`config.mk`:
```
export PLATFORM = sky130hd
export DESIGN_NAME = iec61937_burst_framer
export DESIGN_NICKNAME = d
export VERILOG_FILES = /design/src/hw/rtl/ibf_pkg.sv /design/src/hw/rtl/ibf_step.sv /design/src/hw/rtl/iec61937_burst_framer.sv
export VERILOG_INCLUDE_DIRS = /design/src /design/src/hw/rtl
export SDC_FILE = /design/constraint.sdc
export NUM_CORES = 1
export LEC_CHECK = 0
export ABC_AREA = 1
export BUFFER_PORTS_ARGS = -buffer_cell sky130_fd_sc_hd__buf_2
export CORE_UTILIZATION = 35
export DETAILED_ROUTE_END_ITERATION = 8
export PLACE_DENSITY = 0.54
export SLEW_MARGIN = 20
export SYNTH_ARGS = -nofsm -noshare
export SYNTH_HDL_FRONTEND = slang
export SYNTH_SLANG_ARGS = --single-unit
export TNS_END_PERCENT = 20
```
`constraint.sdc`:
```
create_clock -name clk_i -period 4.86 [get_ports clk_i]
set_clock_uncertainty 0.15 [all_clocks]
set_input_delay 0 -clock clk_i [delete_from_list [all_inputs] [get_ports clk_i]]
set_output_delay 0 -clock clk_i [all_outputs]
set_load 0.005 [all_outputs]
```
`src/hw/rtl/iec61937_burst_framer_macros.svh`:
```
// assertion macros for the burst framer
`ifndef IEC61937_BURST_FRAMER_MACROS_SVH
`define IEC61937_BURST_FRAMER_MACROS_SVH

// same-cycle implication, checked out of reset
`define IBF_ASSERT_IMPL(label, clk, rst_n, ante, cons) \
  label: assert property (@(posedge clk) disable iff (!rst_n) (ante) |-> (cons)) \
    else $error("burst framer check failed");

// next-cycle implication, checked out of reset
`define IBF_ASSERT_NEXT(label, clk, rst_n, ante, cons) \
  label: assert property (@(posedge clk) disable iff (!rst_n) (ante) |=> (cons)) \
    else $error("burst framer check failed");

`endif

```
`src/hw/rtl/ibf_pkg.sv`:
```
// shared types and constants of the burst framer
package ibf_pkg;

  localparam logic [15:0] SYNCWORD1         = 16'hF872;
  localparam logic [15:0] SYNCWORD2         = 16'h4E1F;
  localparam logic [15:0] PREAMBLE_BYTES    = 16'd8;
  localparam int          HDR_WORDS         = 4;
  localparam int          HDR_IDX_W         = $clog2(HDR_WORDS);
  localparam logic [HDR_IDX_W-1:0] HDR_LAST = HDR_IDX_W'(HDR_WORDS - 1);
  localparam logic [HDR_IDX_W-1:0] HDR_STEP = HDR_IDX_W'(1);

  localparam logic OP_BYTE = 1'b0;
  localparam logic OP_FILL = 1'b1;

  localparam logic [1:0] ST_OK     = 2'd0;
  localparam logic [1:0] ST_NOCFG  = 2'd1;
  localparam logic [1:0] ST_LONG   = 2'd2;
  localparam logic [1:0] ST_UNEXP  = 2'd3;

  localparam logic [2:0] CFG_REP_BYTES = 3'd0;
  localparam logic [2:0] CFG_USE_PRE   = 3'd1;
  localparam logic [2:0] CFG_SWAP      = 3'd2;
  localparam logic [2:0] CFG_INFO      = 3'd3;
  localparam logic [2:0] CFG_LENGTH    = 3'd4;

  typedef enum logic [2:0] {
    PH_IDLE    = 3'b001,
    PH_PAYLOAD = 3'b010,
    PH_PAD     = 3'b100
  } phase_e;

  typedef struct packed {
    logic       opcode;
    logic [7:0] payload_byte;
    logic       last_byte;
  } in_item_t;

  typedef struct packed {
    logic [15:0] out_word;
    logic        last_of_burst;
    logic [1:0]  status;
    logic        last_of_run;
  } out_item_t;

  typedef struct packed {
    logic [15:0] period_bytes;
    logic        preamble_en;
    logic        swap_bytes;
    logic [15:0] burst_info;
    logic [15:0] burst_length;
  } cfg_t;

  typedef struct packed {
    phase_e      phase;
    logic [7:0]  held_byte;
    logic        holding;
    logic [15:0] bytes_placed;
    logic        frame_error;
  } frame_t;

  // results caused by one input: optional header words, then optional final word
  typedef struct packed {
    logic        pre;
    logic        fin;
    logic [15:0] word;
    logic        lob;
    logic [1:0]  status;
  } bundle_t;

  function automatic frame_t go_idle(frame_t f);
    frame_t r;
    r              = f;
    r.phase        = PH_IDLE;
    r.holding      = 1'b0;
    r.bytes_placed = 16'd0;
    r.frame_error  = 1'b0;
    return r;
  endfunction

endpackage

```
`src/hw/rtl/ibf_step.sv`:
```
// next frame state and result bundle for one input byte or fill request
module ibf_step (
  input  ibf_pkg::cfg_t     cfg_i,
  input  ibf_pkg::frame_t   frame_i,
  input  ibf_pkg::in_item_t item_i,
  output ibf_pkg::frame_t   frame_o,
  output ibf_pkg::bundle_t  bundle_o
);

  logic [15:0] lim;
  logic [16:0] lim_x;
  logic [16:0] bp_sum;
  logic [16:0] need;
  logic        ok;
  logic        emitted;
  logic [15:0] word;

  assign lim   = {cfg_i.period_bytes[15:1], 1'b0};
  assign lim_x = {1'b0, lim};

  always_comb begin
    frame_o         = frame_i;
    bundle_o        = '0;
    bundle_o.status = ibf_pkg::ST_OK;
    ok              = 1'b1;
    emitted         = 1'b0;
    word            = 16'd0;
    bp_sum          = {1'b0, frame_i.bytes_placed} + 17'd2;
    need            = cfg_i.preamble_en ? (17'(ibf_pkg::PREAMBLE_BYTES) + 17'd2) : 17'd2;

    if (lim == 16'd0) begin
      bundle_o.fin    = 1'b1;
      bundle_o.status = ibf_pkg::ST_NOCFG;
    end else if (item_i.opcode == ibf_pkg::OP_FILL) begin
      bundle_o.fin = 1'b1;
      if (frame_i.phase == ibf_pkg::PH_PAD && !frame_i.frame_error) begin
        if (bp_sum >= lim_x) begin
          bundle_o.lob = 1'b1;
          frame_o      = ibf_pkg::go_idle(frame_i);
        end else begin
          frame_o.bytes_placed = bp_sum[15:0];
        end
      end else begin
        bundle_o.status = ibf_pkg::ST_UNEXP;
      end
    end else if (frame_i.phase == ibf_pkg::PH_PAD) begin
      bundle_o.fin    = 1'b1;
      bundle_o.status = ibf_pkg::ST_LONG;
    end else if (frame_i.phase == ibf_pkg::PH_PAYLOAD && frame_i.frame_error) begin
      bundle_o.fin    = 1'b1;
      bundle_o.status = ibf_pkg::ST_LONG;
      if (item_i.last_byte) begin
        frame_o = ibf_pkg::go_idle(frame_i);
      end
    end else begin
      // frame start: the header, if enabled, plus first word must fit in the period
      if (frame_i.phase != ibf_pkg::PH_PAYLOAD) begin
        if (need > lim_x) begin
          ok = 1'b0;
        end else begin
          frame_o       = ibf_pkg::go_idle(frame_i);
          frame_o.phase = ibf_pkg::PH_PAYLOAD;
          if (cfg_i.preamble_en) begin
            bundle_o.pre         = 1'b1;
            frame_o.bytes_placed = ibf_pkg::PREAMBLE_BYTES;
          end
        end
      end else if (!frame_i.holding && bp_sum > lim_x) begin
        ok = 1'b0;
      end

      if (!ok) begin
        bundle_o.fin    = 1'b1;
        bundle_o.status = ibf_pkg::ST_LONG;
        if (item_i.last_byte) begin
          frame_o = ibf_pkg::go_idle(frame_i);
        end else begin
          frame_o.phase       = ibf_pkg::PH_PAYLOAD;
          frame_o.holding     = 1'b0;
          frame_o.frame_error = 1'b1;
        end
      end else begin
        if (!frame_o.holding) begin
          frame_o.bytes_placed = frame_o.bytes_placed + 16'd2;
          if (item_i.last_byte) begin
            word    = {8'h00, item_i.payload_byte};
            emitted = 1'b1;
          end else begin
            frame_o.held_byte = item_i.payload_byte;
            frame_o.holding   = 1'b1;
          end
        end else begin
          word = cfg_i.swap_bytes ? {item_i.payload_byte, frame_o.held_byte}
                                  : {frame_o.held_byte, item_i.payload_byte};
          frame_o.holding = 1'b0;
          emitted         = 1'b1;
        end

        if (emitted) begin
          bundle_o.fin  = 1'b1;
          bundle_o.word = word;
          if (item_i.last_byte && frame_o.bytes_placed >= lim) begin
            bundle_o.lob = 1'b1;
            frame_o      = ibf_pkg::go_idle(frame_o);
          end else if (item_i.last_byte) begin
            frame_o.phase = ibf_pkg::PH_PAD;
          end
        end
      end
    end
  end

endmodule

```
`src/hw/rtl/iec61937_burst_framer.sv`:
```
// burst framer top level: config registers, frame state and result register
//
//   channel   direction  handshake                  payload
//   in        in         in_valid_i / in_stall_o    in_item_i  (ibf_pkg::in_item_t)
//   out       out        out_valid_o / out_stall_i  out_item_o (ibf_pkg::out_item_t)
//   cfg       in         cfg_valid_i / cfg_ready_o  cfg_index_i, cfg_data_i
//
// one input per cycle unless stalled; an input causes 0, 1, 4 or 5 results, one transfer each
// a new input is taken in the cycle the last result of the previous one leaves
// the result register holds the header count and final word, so results leave
// one per cycle unless stalled; a held byte with no header gives no result and frees the input at once
// reset is asynchronous; after it the block is idle and unconfigured
module iec61937_burst_framer (
  input  logic                clk_i,
  input  logic                rst_ni,
  input  logic                in_valid_i,
  output logic                in_stall_o,
  input  ibf_pkg::in_item_t   in_item_i,
  output logic                out_valid_o,
  input  logic                out_stall_i,
  output ibf_pkg::out_item_t  out_item_o,
  input  logic                cfg_valid_i,
  output logic                cfg_ready_o,
  input  logic [2:0]          cfg_index_i,
  input  logic [15:0]         cfg_data_i
);

  ibf_pkg::cfg_t    cfg_q;
  ibf_pkg::frame_t  frame_q;
  ibf_pkg::frame_t  frame_d;
  ibf_pkg::bundle_t bundle_d;

  logic                          pre_q;
  logic                          fin_q;
  logic [ibf_pkg::HDR_IDX_W-1:0] idx_q;
  logic [15:0]                   word_q;
  logic                          lob_q;
  logic [1:0]                    st_q;
  logic [15:0]                   hdr_word;

  logic in_xfer;
  logic out_xfer;
  logic drain;

  assign cfg_ready_o = 1'b1;

  always_ff @(posedge clk_i or negedge rst_ni) begin
    if (!rst_ni) begin
      cfg_q.period_bytes <= 16'd0;
      cfg_q.preamble_en  <= 1'b1;
      cfg_q.swap_bytes   <= 1'b1;
      cfg_q.burst_info   <= 16'd0;
      cfg_q.burst_length <= 16'd0;
    end else if (cfg_valid_i && cfg_ready_o) begin
      case (cfg_index_i)
        ibf_pkg::CFG_REP_BYTES: cfg_q.period_bytes <= cfg_data_i;
        ibf_pkg::CFG_USE_PRE:   cfg_q.preamble_en  <= cfg_data_i[0];
        ibf_pkg::CFG_SWAP:      cfg_q.swap_bytes   <= cfg_data_i[0];
        ibf_pkg::CFG_INFO:      cfg_q.burst_info   <= cfg_data_i;
        ibf_pkg::CFG_LENGTH:    cfg_q.burst_length <= cfg_data_i;
        default: ;
      endcase
    end
  end

  ibf_step u_step (
    .cfg_i    (cfg_q),
    .frame_i  (frame_q),
    .item_i   (in_item_i),
    .frame_o  (frame_d),
    .bundle_o (bundle_d)
  );

  always_comb begin
    case (idx_q)
      2'd0:    hdr_word = ibf_pkg::SYNCWORD1;
      2'd1:    hdr_word = ibf_pkg::SYNCWORD2;
      2'd2:    hdr_word = cfg_q.burst_info;
      2'd3:    hdr_word = cfg_q.burst_length;
      default: hdr_word = 16'd0;
    endcase
  end

  assign out_valid_o = pre_q || fin_q;

  always_comb begin
    out_item_o.out_word      = pre_q ? hdr_word : word_q;
    out_item_o.last_of_burst = pre_q ? 1'b0 : lob_q;
    out_item_o.status        = pre_q ? ibf_pkg::ST_OK : st_q;
    out_item_o.last_of_run   = pre_q ? (idx_q == ibf_pkg::HDR_LAST && !fin_q) : 1'b1;
  end

  assign out_xfer   = out_valid_o && !out_stall_i;
  assign drain      = out_xfer && out_item_o.last_of_run;
  assign in_stall_o = out_valid_o && !drain;
  assign in_xfer    = in_valid_i && !in_stall_o;

  always_ff @(posedge clk_i or negedge rst_ni) begin
    if (!rst_ni) begin
      frame_q <= ibf_pkg::go_idle('{phase: ibf_pkg::PH_IDLE, default: '0});
    end else if (in_xfer) begin
      frame_q <= frame_d;
    end
  end

  always_ff @(posedge clk_i or negedge rst_ni) begin
    if (!rst_ni) begin
      pre_q <= 1'b0;
      fin_q <= 1'b0;
      idx_q <= '0;
    end else if (in_xfer) begin
      pre_q <= bundle_d.pre;
      fin_q <= bundle_d.fin;
      idx_q <= '0;
    end else if (out_xfer) begin
      if (pre_q) begin
        // header words first, then the final word if there is one
        if (idx_q == ibf_pkg::HDR_LAST) begin
          pre_q <= 1'b0;
        end else begin
          idx_q <= idx_q + ibf_pkg::HDR_STEP;
        end
      end else begin
        fin_q <= 1'b0;
      end
    end
  end

  always_ff @(posedge clk_i) begin
    if (in_xfer) begin
      word_q <= bundle_d.word;
      lob_q  <= bundle_d.lob;
      st_q   <= bundle_d.status;
    end
  end

  `include "iec61937_burst_framer_macros.svh"

  `IBF_ASSERT_IMPL(a_empty_takes_input, clk_i, rst_ni, !out_valid_o, !in_stall_o)
  `IBF_ASSERT_IMPL(a_error_word_zero, clk_i, rst_ni,
                   out_valid_o && out_item_o.status != ibf_pkg::ST_OK,
                   out_item_o.out_word == 16'd0)
  `IBF_ASSERT_NEXT(a_run_continues, clk_i, rst_ni, out_xfer && !out_item_o.last_of_run, out_valid_o)

endmodule

```
* After elaboration in Yosys (flattened, before gate mapping)
Index checks and enable logic that the tools add are counted.
** Operators by class
- Add/subtract/negate cells :: 3
- Bitwise operators :: 5
- Multiplexer cells :: 96
- $lt $le $gt $ge :: 4
- Reductions and logical operators :: 32
- Equality and inequality tests :: 17
** Operator list (count)
- two-way mux 29 bit :: 13
- two-way mux 16 bit :: 11
- two-way mux 18 bit :: 7
- case mux 16 bit (4 select lines) :: 1
- two-way mux 1 bit :: 44
- > comparator 17 x 16 -> 1 bit :: 2
- two-way mux 8 bit :: 3
- two-way mux 2 bit :: 10
- adder 16 x 2 -> 17 bit (second input constant) :: 1
- >= comparator 17 x 16 -> 1 bit :: 1
- adder 16 x 2 -> 16 bit (second input constant) :: 1
- >= comparator 16 bit :: 1
- zero test 16 bit :: 1
- two-way mux 12 bit :: 1
- AND reduction 2 bit :: 6
- AND reduction 6 bit :: 2
- == test 3 x 2 -> 1 bit (second input constant) :: 3
- logical AND 1 bit :: 9
- two-way mux 3 bit :: 3
- two-way mux 9 bit :: 1
- two-way mux 4 bit :: 2
- != test 2 x 1 -> 1 bit (second input constant) :: 4
- == test 3 bit (second input constant) :: 2
- zero test 1 bit :: 6
- other kinds (15) :: 22
** Storage, ports and cells
- Output and inout port bits :: 23
- Register bits :: 102
- Input port bits :: 34

* Longest topological paths before layout
Gate-level depths: netlist of the first run.
- Depth after elaboration :: 30
- Depth in mapped cells :: 29
- Depth with buffers taken out :: 27

* Hierarchy
Synthesis of the first run repeated with hierarchy kept, for this count alone.
** Second synthesis, totals
- Cell total of the unflattened synthesis :: 1121
- Area total of the unflattened synthesis :: 7853.8 µm²
** By module, submodules not included
- iec61937_burst_framer :: area an instance 4410.5 µm², sequential area each 2651.3 µm², cells an instance 470, instances 1
- ibf_step :: area an instance 3443.3 µm², sequential area each 0.0 µm², cells an instance 651, instances 1

* Worst setup path after synthesis of the first run
Ideal clock, no wire load.
- Kind :: register to register
- From :: register cfg_q[33] (netlist name)
- To :: register lob_q (data pin)
- Path slack :: 0.906 ns
- Library setup time :: 0.269 ns
- Cell stages (with the launch flop) :: 27
- Arrival :: 3.536 ns
- Path through :: dfstp_2 -> ha_1 -> nand3_1 -> nand4_2 -> nand2_2 -> buf_6 -> inv_1 -> nor2_1 -> ha_1 -> nand4_1 -> nor2_2 -> nand3_2 -> nor2_1 -> nand2_1 -> and2_1 -> ha_1 -> nand2_1 -> inv_1 -> o21ai_0 -> o211ai_1 -> a21oi_1 -> nand2_1 -> nand2_1 -> buf_2 -> nor3_1 -> nand2_1 -> a21oi_1
** On the way
- Word-level cells in the longest chain between the ends :: 28
** RTL lines
- from (decl) :: RTL line iec61937_burst_framer.sv:28 : ibf_pkg::cfg_t cfg_q;
- two-way mux 4 bit :: RTL line ibf_step.sv:29 : need = cfg_i.preamble_en ? (17'(ibf_pkg::PREAMBLE_BYTES) + 17'd2) : 17'd2;
- > comparator 17 x 16 -> 1 bit :: RTL line ibf_step.sv:58 : if (need > lim_x) begin
- two-way mux 29 bit :: RTL line ibf_step.sv:58
- two-way mux 29 bit :: RTL line ibf_step.sv:57 : if (frame_i.phase != ibf_pkg::PH_PAYLOAD) begin
- two-way mux 29 bit :: RTL line ibf_step.sv:49 : end else if (frame_i.phase == ibf_pkg::PH_PAYLOAD && frame_i.frame_error) begin
- two-way mux 29 bit :: RTL line ibf_step.sv:46 : end else if (frame_i.phase == ibf_pkg::PH_PAD) begin
- two-way mux 29 bit :: RTL line ibf_step.sv:34 : end else if (item_i.opcode == ibf_pkg::OP_FILL) begin
- two-way mux 29 bit :: RTL line ibf_step.sv:31 : if (lim == 16'd0) begin
- (+12 left out)
- two-way mux 18 bit :: RTL line ibf_step.sv:49
- two-way mux 18 bit :: RTL line ibf_step.sv:46
- two-way mux 18 bit :: RTL line ibf_step.sv:34
- two-way mux 18 bit :: RTL line ibf_step.sv:31
- two-way mux 1 bit (*) :: RTL line ibf_step.sv:72 : if (!ok) begin
- two-way mux 1 bit (*) :: RTL line ibf_step.sv:49
- two-way mux 1 bit (*) :: RTL line ibf_step.sv:46
- two-way mux 3 bit (*) :: RTL line ibf_step.sv:34
- to (signal assigned) :: RTL line iec61937_burst_framer.sv:132 : lob_q <= bundle_d.lob;
- to (decl) :: RTL line iec61937_burst_framer.sv:37 : logic lob_q;
Mark *: on every way between the ends. The rest lies on a longest branch, timed or not. The select of a mux whose other input is x is not followed.
A chain may end at the register's enable or synchronous reset.

* Worst setup path in the final report of the first run
- From :: register cfg_q[37] (netlist name)
- To :: register lob_q (data pin)
** On the way
- Word-level cells in the longest chain between the ends :: 27
** RTL lines
- > comparator 17 x 16 -> 1 bit :: RTL line ibf_step.sv:58
- two-way mux 29 bit :: RTL line ibf_step.sv:58
- two-way mux 29 bit :: RTL line ibf_step.sv:57
- two-way mux 29 bit :: RTL line ibf_step.sv:49
- two-way mux 29 bit :: RTL line ibf_step.sv:46
- two-way mux 29 bit :: RTL line ibf_step.sv:34
- two-way mux 29 bit :: RTL line ibf_step.sv:31
- adder 16 x 2 -> 16 bit :: RTL line ibf_step.sv:84 : frame_o.bytes_placed = frame_o.bytes_placed + 16'd2;
- (+11 left out)
- two-way mux 18 bit :: RTL line ibf_step.sv:49
- two-way mux 18 bit :: RTL line ibf_step.sv:46
- two-way mux 18 bit :: RTL line ibf_step.sv:34
- two-way mux 18 bit :: RTL line ibf_step.sv:31
- two-way mux 1 bit :: RTL line ibf_step.sv:72
- two-way mux 1 bit :: RTL line ibf_step.sv:49
- two-way mux 1 bit :: RTL line ibf_step.sv:46
- two-way mux 3 bit :: RTL line ibf_step.sv:34
Parallel ways exist; a longest one is shown, timed or not. The select of a mux whose other input is x is not followed.

==> results.toml, run 1 <==
[global_route]
grt_pass1_vias = 6128
grt_use_total_pct = 20.8
grt_max_degree = 56
antenna_found_initial = 0
grt_pass1_wl_mm = 32.4
grt.overflow.total = 0

[cts]
cts_setup_buffers = 0
cts_tree = "built"
cts_sinks = 101
clk_latency_ns = 0.36
cts_made_buffers = 9
path_clk_slew_ns = 0.08
max-clock-path-buffers = 2
cts_root_buffer = "clkbuf_16"
cts_htree_levels = 3

[layout]
finalCoreUtilization_pct = 42.4
layout-drive-gt1-share_pct = 10.9
fin_cells = 1292
fillers = 2021
seqCellArea_um2 = 2630
diodes = 0
syn2layout_area_growth_pct = 17.0
multiInputGateArea_um2 = 3620
final_nets = 1097

[floorplan]
core_um2 = 19000
fp.dieArea_um2 = 20300
die_w_um = 142
start_util_pct = 36.3
core.rowCount = 50
design.portCount = 57
die_y_um = 142

[hold_path]
worstHoldStart = "in_item_i[0]"
worst_hold_path_type = "in2reg"
holdPathEnd = "frame_q[25]"
holdPathStages = 4

[worst_setup_path]
worst-path-buf-inv = 4
critical-path-top-delay-family = "simple AND/OR/NAND/NOR gates"
slowest_stage = "dfrtp_1"
worstPathRequired_ns = 4.93
reg2reg_to = "lob_q"
cp_max_fo = 17
crit_arrival_ns = 4.37
r2r_start = "cfg_q[37]"
crit_type = "reg2reg"
rrSetupSlack_ns = 0.55
ff2ff_path_depth = 26
crit_path_end_kind = "register"
worst_path_largest_cell_delay_ns = 0.35
crit_top_cell = "nand2_1"
startpoint_type = "register"

[sta]
rsz0062_at_grt = "no"
finalCriticalPeriod_ns = 4.31
period_share_pct = 88.6
hold_viol = 0
relSlewSlack_pct = 47.1
holdWs_ns = 0.0419
drv_slew = 0
fin_setup_tns_ns = 0
fmax_mhz = 232
setup_viol = 0
worst_pin_slew_ns = 0.791

[synth]
syn_area_um2 = 6890
synth_fp_nets = 1027
seq_area_frac_synth_pct = 38.1
yosysMostFrequentCell = "nand2_1"
ys_warn_count = 0
synth.avg_cell_area_um2 = 7.20
ys_seq_elements = 101
synth_common_cells = "nand2_1 (255), inv_1 (125), nor2_1 (99), o21ai_0 (86), dfrtp_1 (79)"
synthTopCellsByArea = "dfrtp_1 (29%), nand2_1 (14%), edfxtp_1 (8.3%)"
async_reset_ff_share_pct = 81.2
synth.top_cell.area_share_pct = 28.7
syn_inst = 957
synth_cell_type_count = 46
synth_flop_cell = "dfrtp_1"
post-synth-top-area-cell = "dfrtp_1"
synth_edf_count = 19

[power_and_ir_drop]
leakage_nw = 4.02
power_density_nw_per_um2 = 514
vdd_drop_max_mv = 0.255

[outcome]
status = "completed"

[placement]
placed_cells = 1242
gp_congestion = 0.919
port_buffers = 55
dp_hpwl_mm = 14.6

[detailed_routing]
drt-initial-drc-count = 402
ant_nets = 0
routedWlPerCell_um = 15.5
vias = 6444
drt-total-wl_mm = 20.1
drc = 0
viasPerCell = 4.99
drtPass1Iterations = 5

[flow_run]
maxCapViolations = 0
==> power breakdown <==
group | switching (mW) | internal (mW)
registers | 0.277 | 1.12
clock network | 0.394 | 0.372
logic | 1.26 | 0.722
total | 1.93 | 2.21
==> routing by layer <==
metal	vias up	GRT usage, %	part of all wire [%]	routed length (um)
li1	3251	-	-	-
met1	3029	29.1	49	9810
met2	146	33.5	45	9120
met3	18	2.83	4.2	834
met4	0	5.60	1.6	315
met5	-	0	0	0
==> cell type report <==
type                    count  share of cell area, %
repair buffers             97                   8.53
clock inverters             7                   1.13
multi-input cells         687                   44.8
flip-flops and latches    101                   32.6
well taps                 260                   4.03
inverters                 131                   6.13
clock buffers               9                   2.79
==> placed cells by master (no fill, tap or decap), drive strengths merged <==
cell type    Yosys  final
and2             2      2
o211ai           2      2
inv            131    133
buf              9     64
ha              36     36
nand3           35     35
conb             1      1
a21o             1      1
nand4           32     32
o22ai            2      2
o221ai           1      1
xor2            18     18
dfstp            3      3
dlygate4sd3      0     33
nand2          259    259
or2              1      1
a21oi           49     49
dfrtp           79     79
clkbuf          29      9
nor2           104    104
o21ai           87     87
a31oi            1      1
nor3            20     20
a211oi           9      9
a22o            13     13
o31ai            3      3
o21a             2      2
nand3b           2      2
xnor2            2      2
a2111oi          1      1
clkinv           0      5
nor4b            1      1
nor4             2      2
o21bai           1      1
edfxtp          19     19
==> repair_timing <==
action	4_1_cts	5_1_grt
resized for setup	0	1
endpoints found under the hold margin	96	0
hold buffers	34	0
setup endpoints to repair	0	6
==> worst register-to-register path: cells and delay by family (launching register included) <==
kind | cells | cell delay, ns
buffers and inverters | 4 | 0.48
DFF | 1 | 0.35
adders and majority gates | 3 | 0.81
AOI/OAI and AO/OA | 3 | 0.42
and+or+nand+nor | 16 | 1.97
==> per-stage QoR <==
stage / cell area (um2) / setup WS, ns / total power, mW
after floorplan: 6890 / 0.906 / 2.74
after global placement: 7390 / 0.574 / 3.35
after detailed placement: 7390 / 0.455 / 3.35
after CTS: 8050 / 0.436 / 4.16
after global routing: 8070 / 0.0511 / 4.52
final: 8070 / 0.552 / 4.15
==> cell families (layout without fill, tap and decap cells) <==
| group | after synthesis | count (layout) | share of synthesized area [%] |
|---|---|---|---|
| flops | 101 | 101 | 38.1 |
| other cells | 1 | 1 | 0.0544 |
| compound gates | 172 | 172 | 14.3 |
| buf+inv | 169 | 244 | 9.66 |
| simple gates | 458 | 458 | 28.8 |
| xor+xnor | 20 | 20 | 2.54 |
| fa+ha+maj | 36 | 36 | 6.53 |
==> sequential cells by signal (all words and copies together), names as in the netlist <==
name / flops
frame_q: 29
lob_q: 1
word_q: 16
cfg_q: 49
fin_q: 1
st_q: 2
pre_q: 1
idx_q: 2
==> worst max-delay path by stage <==
stage / end / from / cells after the start / slack (ns)
floorplan: lob_q / cfg_q[33] / 26 / 0.91
global placement: frame_q[10] / cfg_q[33] / 26 / 0.57
detailed placement: lob_q / cfg_q[37] / 26 / 0.45
CTS: lob_q / cfg_q[37] / 26 / 0.44
global route: lob_q / cfg_q[37] / 26 / 0.05
finish: lob_q / cfg_q[37] / 26 / 0.55
(Power assumes the default switching activity.)
==> run 2, diff against run 1 <==
PLACE_DENSITY = 0.56   (was 0.54)
clock period = 3.5 ns   (was 4.86 ns; I/O delays follow)
==> run 2 against run 1 <==
Net effect: via count is 6.7% higher; count of clock-buffer cells in the layout increased by 1; sequential share of layout area down 4.4 points; global-route usage up 0.59 points; the flow now finishes with violations (setup timing); highest routed layer unchanged; largest cell class unchanged; core utilization is 6.6 points higher; first-iteration DRC count shrank 18%; largest power group unchanged; critical path depth decreased by 3; critical path type unchanged.
==> results.toml, run 2 (same netlist as run 1, synthesis figures left out) <==
[cts]
cts_sinks = 101
cts_root_buffer = "clkbuf_16"
path_clk_slew_ns = 0.08
cts_made_buffers = 9
clk_latency_ns = 0.35
cts_tree = "built"
max-clock-path-buffers = 2
cts_htree_levels = 3

[power_and_ir_drop]
vdd_drop_max_mv = 0.319
p_seq_share_pct = 27.2
p_clk_share_pct = 15.4
p_sw_share_pct = 44.6
leakage_nw = 4.62
p_switching_mw = 2.99
power_density_nw_per_um2 = 719
p_int_mw = 3.72
pwr-share-comb_pct = 57.4

[worst_setup_path]
cp-startpoint = "cfg_q[33]"
startpoint_type = "register"
worst_path_largest_cell_delay_ns = 0.55
crit_top_cell = "nand2_4"
slowest_stage = "dfstp_2"
crit_chain = "ha_4, nand3_4, nand4_4, nand2_4, inv_4, nor2_4, ha_2, nand4_1, nor2_4, buf_6, nand2_4, xor2_2, ha_1, a21oi_2, o21a_1, o211ai_1, a21oi_1, nand2_1, nand2_4, buf_6, nor3_4, nand2_1, a21oi_2"
worstPathRequired_ns = 3.44
cp_max_fo = 5
r2r_start = "cfg_q[33]"
crit_path_end_kind = "register"
crit_type = "reg2reg"
crit_arrival_ns = 3.82

[layout]
final_common_cell = "nand2_1"
largest_register_ffs = 49
final_nets = 1203
syn2layout_area_growth_pct = 35.3
final_cell_mix = "nand2_1 (233), inv_1 (120), buf_4 (110)"
design_area_um2 = 9330
fillers = 1920
multiInputGateArea_um2 = 4030
top_regs = "cfg_q (49), frame_q (29), word_q (16)"
diodes = 0
layout-drive-gt1-share_pct = 26.4
seqCellArea_um2 = 2630
top_register = "cfg_q"

[floorplan]
die_y_um = 142
start_util_pct = 36.3
die_w_um = 142
core.rowCount = 50
design.portCount = 57
core_um2 = 19000
fp.dieArea_um2 = 20300

[detailed_routing]
viasPerCell = 4.92
drt-initial-drc-count = 329
drt-total-wl_mm = 21.3
vias = 6876
ant_nets = 0
routedWlPerCell_um = 15.3
drtPass1Iterations = 5
drc = 0

[placement]
gp_congestion = 0.955
port_buffers = 55
dp_hpwl_mm = 15.3
placed_cell_area_um2 = 8200

[sta]
hold_viol = 0
drv_slew = 0
rsz0062_at_grt = "yes"
relSlewSlack_pct = 30.9
setup_viol = 19
period_share_pct = 111
holdWs_ns = 0.111
fmax_mhz = 258
worst_pin_slew_ns = 1.03
finalCriticalPeriod_ns = 3.88
layout_setup_ws_ns = -0.381

[hold_path]
worstHoldStart = "in_item_i[9]"
worst_hold_path_type = "in2reg"

[global_route]
grt_max_degree = 62
grt_use_total_pct = 21.4
antenna_found_initial = 0
grt.overflow.total = 0
grt_pass1_vias = 6517
grt_pass1_wl_mm = 33.7

[outcome]
status = "finished, violations left"
failed_checks = "setup timing"

[flow_run]
maxCapViolations = 0
-- run 2: power groups by stage --
stage / clock [mW] / combinational, mW / sequential (mW)
final: 1.03 / 3.85 / 1.82
after global routing: 1.10 / 4.30 / 1.87
after CTS: 1.06 / 3.52 / 1.82
after detailed placement: 0 / 3.37 / 1.84
after global placement: 0 / 3.34 / 1.83
after floorplan: 0 / 2.05 / 1.79
-- run 2: critical path, delay by kind of cell, from the launching register on --
family / cells / cell delay, ns
AO/OA/AOI/OAI: 5 / 0.58
flip-flops: 1 / 0.55
buffers and inverters: 3 / 0.30
AND/OR/NAND/NOR: 11 / 1.14
adder cells (fa/ha/maj): 3 / 0.72
XOR/XNOR: 1 / 0.18
-- run 2: path summary, 6_finish.rpt --
path,depth (start not counted),end,slack (ns)
min,5,frame_q[11],0.11
min reg2reg,2,cfg_q[30],0.34
min in group asynchronous,2,frame_q[20],0.12
max in group asynchronous,3,frame_q[26],2.18
max,23,lob_q,-0.38
max reg2reg,23,lob_q,-0.38
-- run 2: cell type report --
| cell class | instances | area share, % |
|---|---|---|
| flip-flops and latches | 101 | 28.1 |
| clock buffers | 10 | 2.56 |
| repair buffers | 203 | 16.6 |
| inverters | 131 | 5.32 |
| multi-input cells | 687 | 43.2 |
| clock inverters | 6 | 0.671 |
| well taps | 260 | 3.49 |
-- run 2: what timing repair did --
| action | 4_1_cts | 5_1_grt |
|---|---|---|
| endpoints found under the hold margin | 127 | 0 |
| cloned | 1 | 1 |
| buffers inserted | 2 | 5 |
| endpoints found under the setup margin | 39 | 40 |
| pin swaps | 13 | 22 |
| resized for setup | 23 | 74 |
| hold buffers | 31 | 0 |
-- run 2: metal layers --
| metal | share of wire, % | vias to the layer above | global-route usage, % | routed length (um) |
|---|---|---|---|---|
| met3 | 3.3 | 15 | 3.33 | 708 |
| met5 | 0 | - | 0 | 0 |
| li1 | - | 3475 | - | - |
| met2 | 46 | 132 | 35.5 | 9870 |
| met4 | 1.2 | 0 | 4.13 | 259 |
| met1 | 49 | 3254 | 29.5 | 10500 |
-- run 2: stage by stage --
step	instances	worst slack [ns]	setup TNS (ns)	total power, mW	utilization (%)
floorplan	957	-0.260	-2.09	3.83	-
global placement	1342	-0.319	-4.39	5.18	43.1
detailed placement	1342	-0.366	-6.31	5.21	43.1
CTS	1392	-0.243	-3.57	6.40	47.0
global route	1398	-0.560	-10.70	7.27	49.1
finish	1398	-0.381	-6.00	6.71	49.1
==> run 3, diff against run 2 <==
ABC_AREA = 0   (was 1)
==> run 3 against run 2 <==
Net effect: setup slack worse by 0.67 ns; count of clock-buffer cells in the layout decreased by 1; non-clock buffer count is 19 lower; first-iteration DRC count increased by 50%; largest power group unchanged; the run still ends with setup timing left; clock power hardly changed; critical path type unchanged.
==> results.toml, run 3 <==
[detailed_routing]
drt-total-wl_mm = 20.2
vias = 5883
ant_nets = 0
drt-initial-drc-count = 495
viasPerCell = 5.49
routedWlPerCell_um = 18.8
drc = 0
drtPass1Iterations = 5

[worst_setup_path]
crit_arrival_ns = 4.65
startpoint_type = "register"
crit_path_end_kind = "register"
crit_type = "reg2reg"
cp_max_fo = 5
worstPathRequired_ns = 3.60

[placement]
dp_hpwl_mm = 15.3
port_buffers = 55
place_ws_ns = -1.19
placed_cells = 1019
placed_cell_area_um2 = 7580
gp_congestion = 0.863

[flow_run]
maxCapViolations = 0

[layout]
top_regs = "cfg_q (49), frame_q (29), word_q (16)"
final_common_cell = "buf_4"
fillers = 1673
fin_cells = 1071
final_nets = 907
diodes = 0
layout-drive-gt1-share_pct = 31.7
finalCoreUtilization_pct = 47.0
final_cell_mix = "buf_4 (94), dfrtp_1 (78), nor2_1 (62)"
design_area_um2 = 8450
syn2layout_area_growth_pct = 31.3
top_register = "cfg_q"
largest_register_ffs = 49

[synth]
syn_inst = 680
synthTopCellsByArea = "dfrtp_1 (31%), edfxtp_1 (8.9%), ha_1 (7.0%)"
synth_edf_count = 19
synth.top_cell.area_share_pct = 30.7
synth_common_cells = "dfrtp_1 (79), nor2_1 (66), o21ai_0 (45), nand2_1 (43), inv_1 (39)"
async_reset_ff_share_pct = 81.2
yosysMostFrequentCell = "dfrtp_1"
ys_seq_elements = 101
post-synth-top-area-cell = "dfrtp_1"
ys_warn_count = 0
synth.avg_cell_area_um2 = 9.46
syn_area_um2 = 6430
synth_fp_nets = 750
seq_area_frac_synth_pct = 40.8
synth_flop_cell = "dfrtp_1"
synth_cell_type_count = 69

[global_route]
grt_pass1_vias = 5710
grt_max_degree = 71
grt_pass1_wl_mm = 31.4
antenna_found_initial = 0
grt_use_total_pct = 22.1
grt.overflow.total = 0

[cts]
cts_made_buffers = 9
max-clock-path-buffers = 2
cts_htree_levels = 3
path_clk_slew_ns = 0.08
cts_sinks = 101
cts_root_buffer = "clkbuf_16"
cts_tree = "built"
clk_latency_ns = 0.36

[power_and_ir_drop]
vdd_drop_max_mv = 0.354
leakage_nw = 3.67
power_density_nw_per_um2 = 628

[floorplan]
die_w_um = 138
core.rowCount = 49
design.portCount = 57
core_um2 = 18000
start_util_pct = 35.8
fp.dieArea_um2 = 18900
die_y_um = 138

[sta]
setup_viol = 39
layout_setup_ws_ns = -1.05
relSlewSlack_pct = 35.0
fmax_mhz = 220
rsz0062_at_grt = "yes"
finalCriticalPeriod_ns = 4.55
hold_viol = 0
worst_pin_slew_ns = 0.976
drv_slew = 0
fin_setup_tns_ns = -20.56
period_share_pct = 130

[outcome]
status = "finished, violations left"
failed_checks = "setup timing"

[hold_path]
worst_hold_path_type = "in2reg"
==> run 3: cell types whose count changed after synthesis, sizes merged, moves of 12 or more <==
cell   before  now
nand2     259   43
inv       131   39
o21ai      87   46
nor2      104   66
mux2        0   36
mux2i       0   17
nand3      35   19
a21oi      49   34
a22oi       0   14
nand4      32   20
xor2       18    6
==> run 3: worst paths after layout <==
path / start / end / slack [ns] / cells past startpoint
setup / recovery: cfg_q[33] / frame_q[13] / -1.05 / 21
hold / removal: cfg_valid_i / cfg_q[32] / 0.02 / 4
setup reg to reg: cfg_q[33] / frame_q[13] / -1.05 / 21
hold reg to reg: cfg_q[15] / cfg_q[15] / 0.37 / 1
max in group asynchronous: rst_ni / frame_q[26] / 2.16 / 3
min in group asynchronous: rst_ni / frame_q[9] / 0.13 / 2
==> run 3: repair_timing <==
| action | CTS | global route |
|---|---|---|
| setup buffers | 0 | 4 |
| gates resized for setup | 19 | 28 |
| pin swaps | 16 | 28 |
| setup endpoints to repair | 40 | 40 |
| hold endpoints to repair | 147 | 0 |
| hold buffers | 31 | 0 |
| gates cloned | 1 | 0 |
==> run 3: layout make-up <==
type | instances | area [um2] | area share [%]
clock buffer | 9 | 225 | 2.67
clock inverter | 7 | 86.3 | 1.02
inverter | 39 | 146 | 1.73
multi-input combinational | 502 | 3720 | 44.1
sequential | 101 | 2630 | 31.1
tap | 229 | 287 | 3.39
timing repair buffer | 184 | 1350 | 16.0
==> run 3: through the flow <==
step                hold slack [ns]  total power [mW]
finish                       0.0202              5.31
global route                 0.0311              5.67
CTS                         0.00713              5.24
detailed placement           0.0391              4.12
global placement             0.0251              4.05
floorplan                    -0.446              3.14
==> run 3: metal layers <==
metal	vias to the layer above	wire length [um]	track usage, %
met3	20	626	2.02
met5	-	0	0
met2	142	9390	34.5
met4	0	294	6.90
met1	2917	9860	32.1
li1	2804	-	-
==> run 3: logic make-up (layout without fill, tap and decap cells) <==
family,after synthesis,after routing,synth area share [%]
muxes,53,53,8.95
and+or+nand+nor,236,236,19.1
DFF,101,101,40.8
buffers and inverters,77,239,5.02
adders and majority gates,36,36,7.01
xor gates and xnor gates,17,17,2.32
other,1,1,0.0583
AOI/OAI and AO/OA,159,159,16.7
==> run 3: critical path, cell delays in order, from the launching register on <==
cell and delay (ns):
dfstp_2 0.56, ha_4 0.19, nor2b_4 0.12, and4_4 0.16, o31ai_4 0.29, and2_4 0.21, ha_4 0.14, nand4b_1 0.19
or3_4 0.39, buf_6 0.14, nor2_4 0.07, xnor2_1 0.13, nor2_1 0.09, ha_1 0.30, o21ai_1 0.06, nor3_1 0.19
a21o_1 0.21, a2111oi_4 0.05, o21a_2 0.25, buf_6 0.14, and4_1 0.14, a311o_1 0.26
==> run 3: power breakdown <==
| group | switching (mW) | internal, mW |
|---|---|---|
| registers | 0.252 | 1.53 |
| logic | 1.35 | 1.13 |
| clock network | 0.534 | 0.517 |
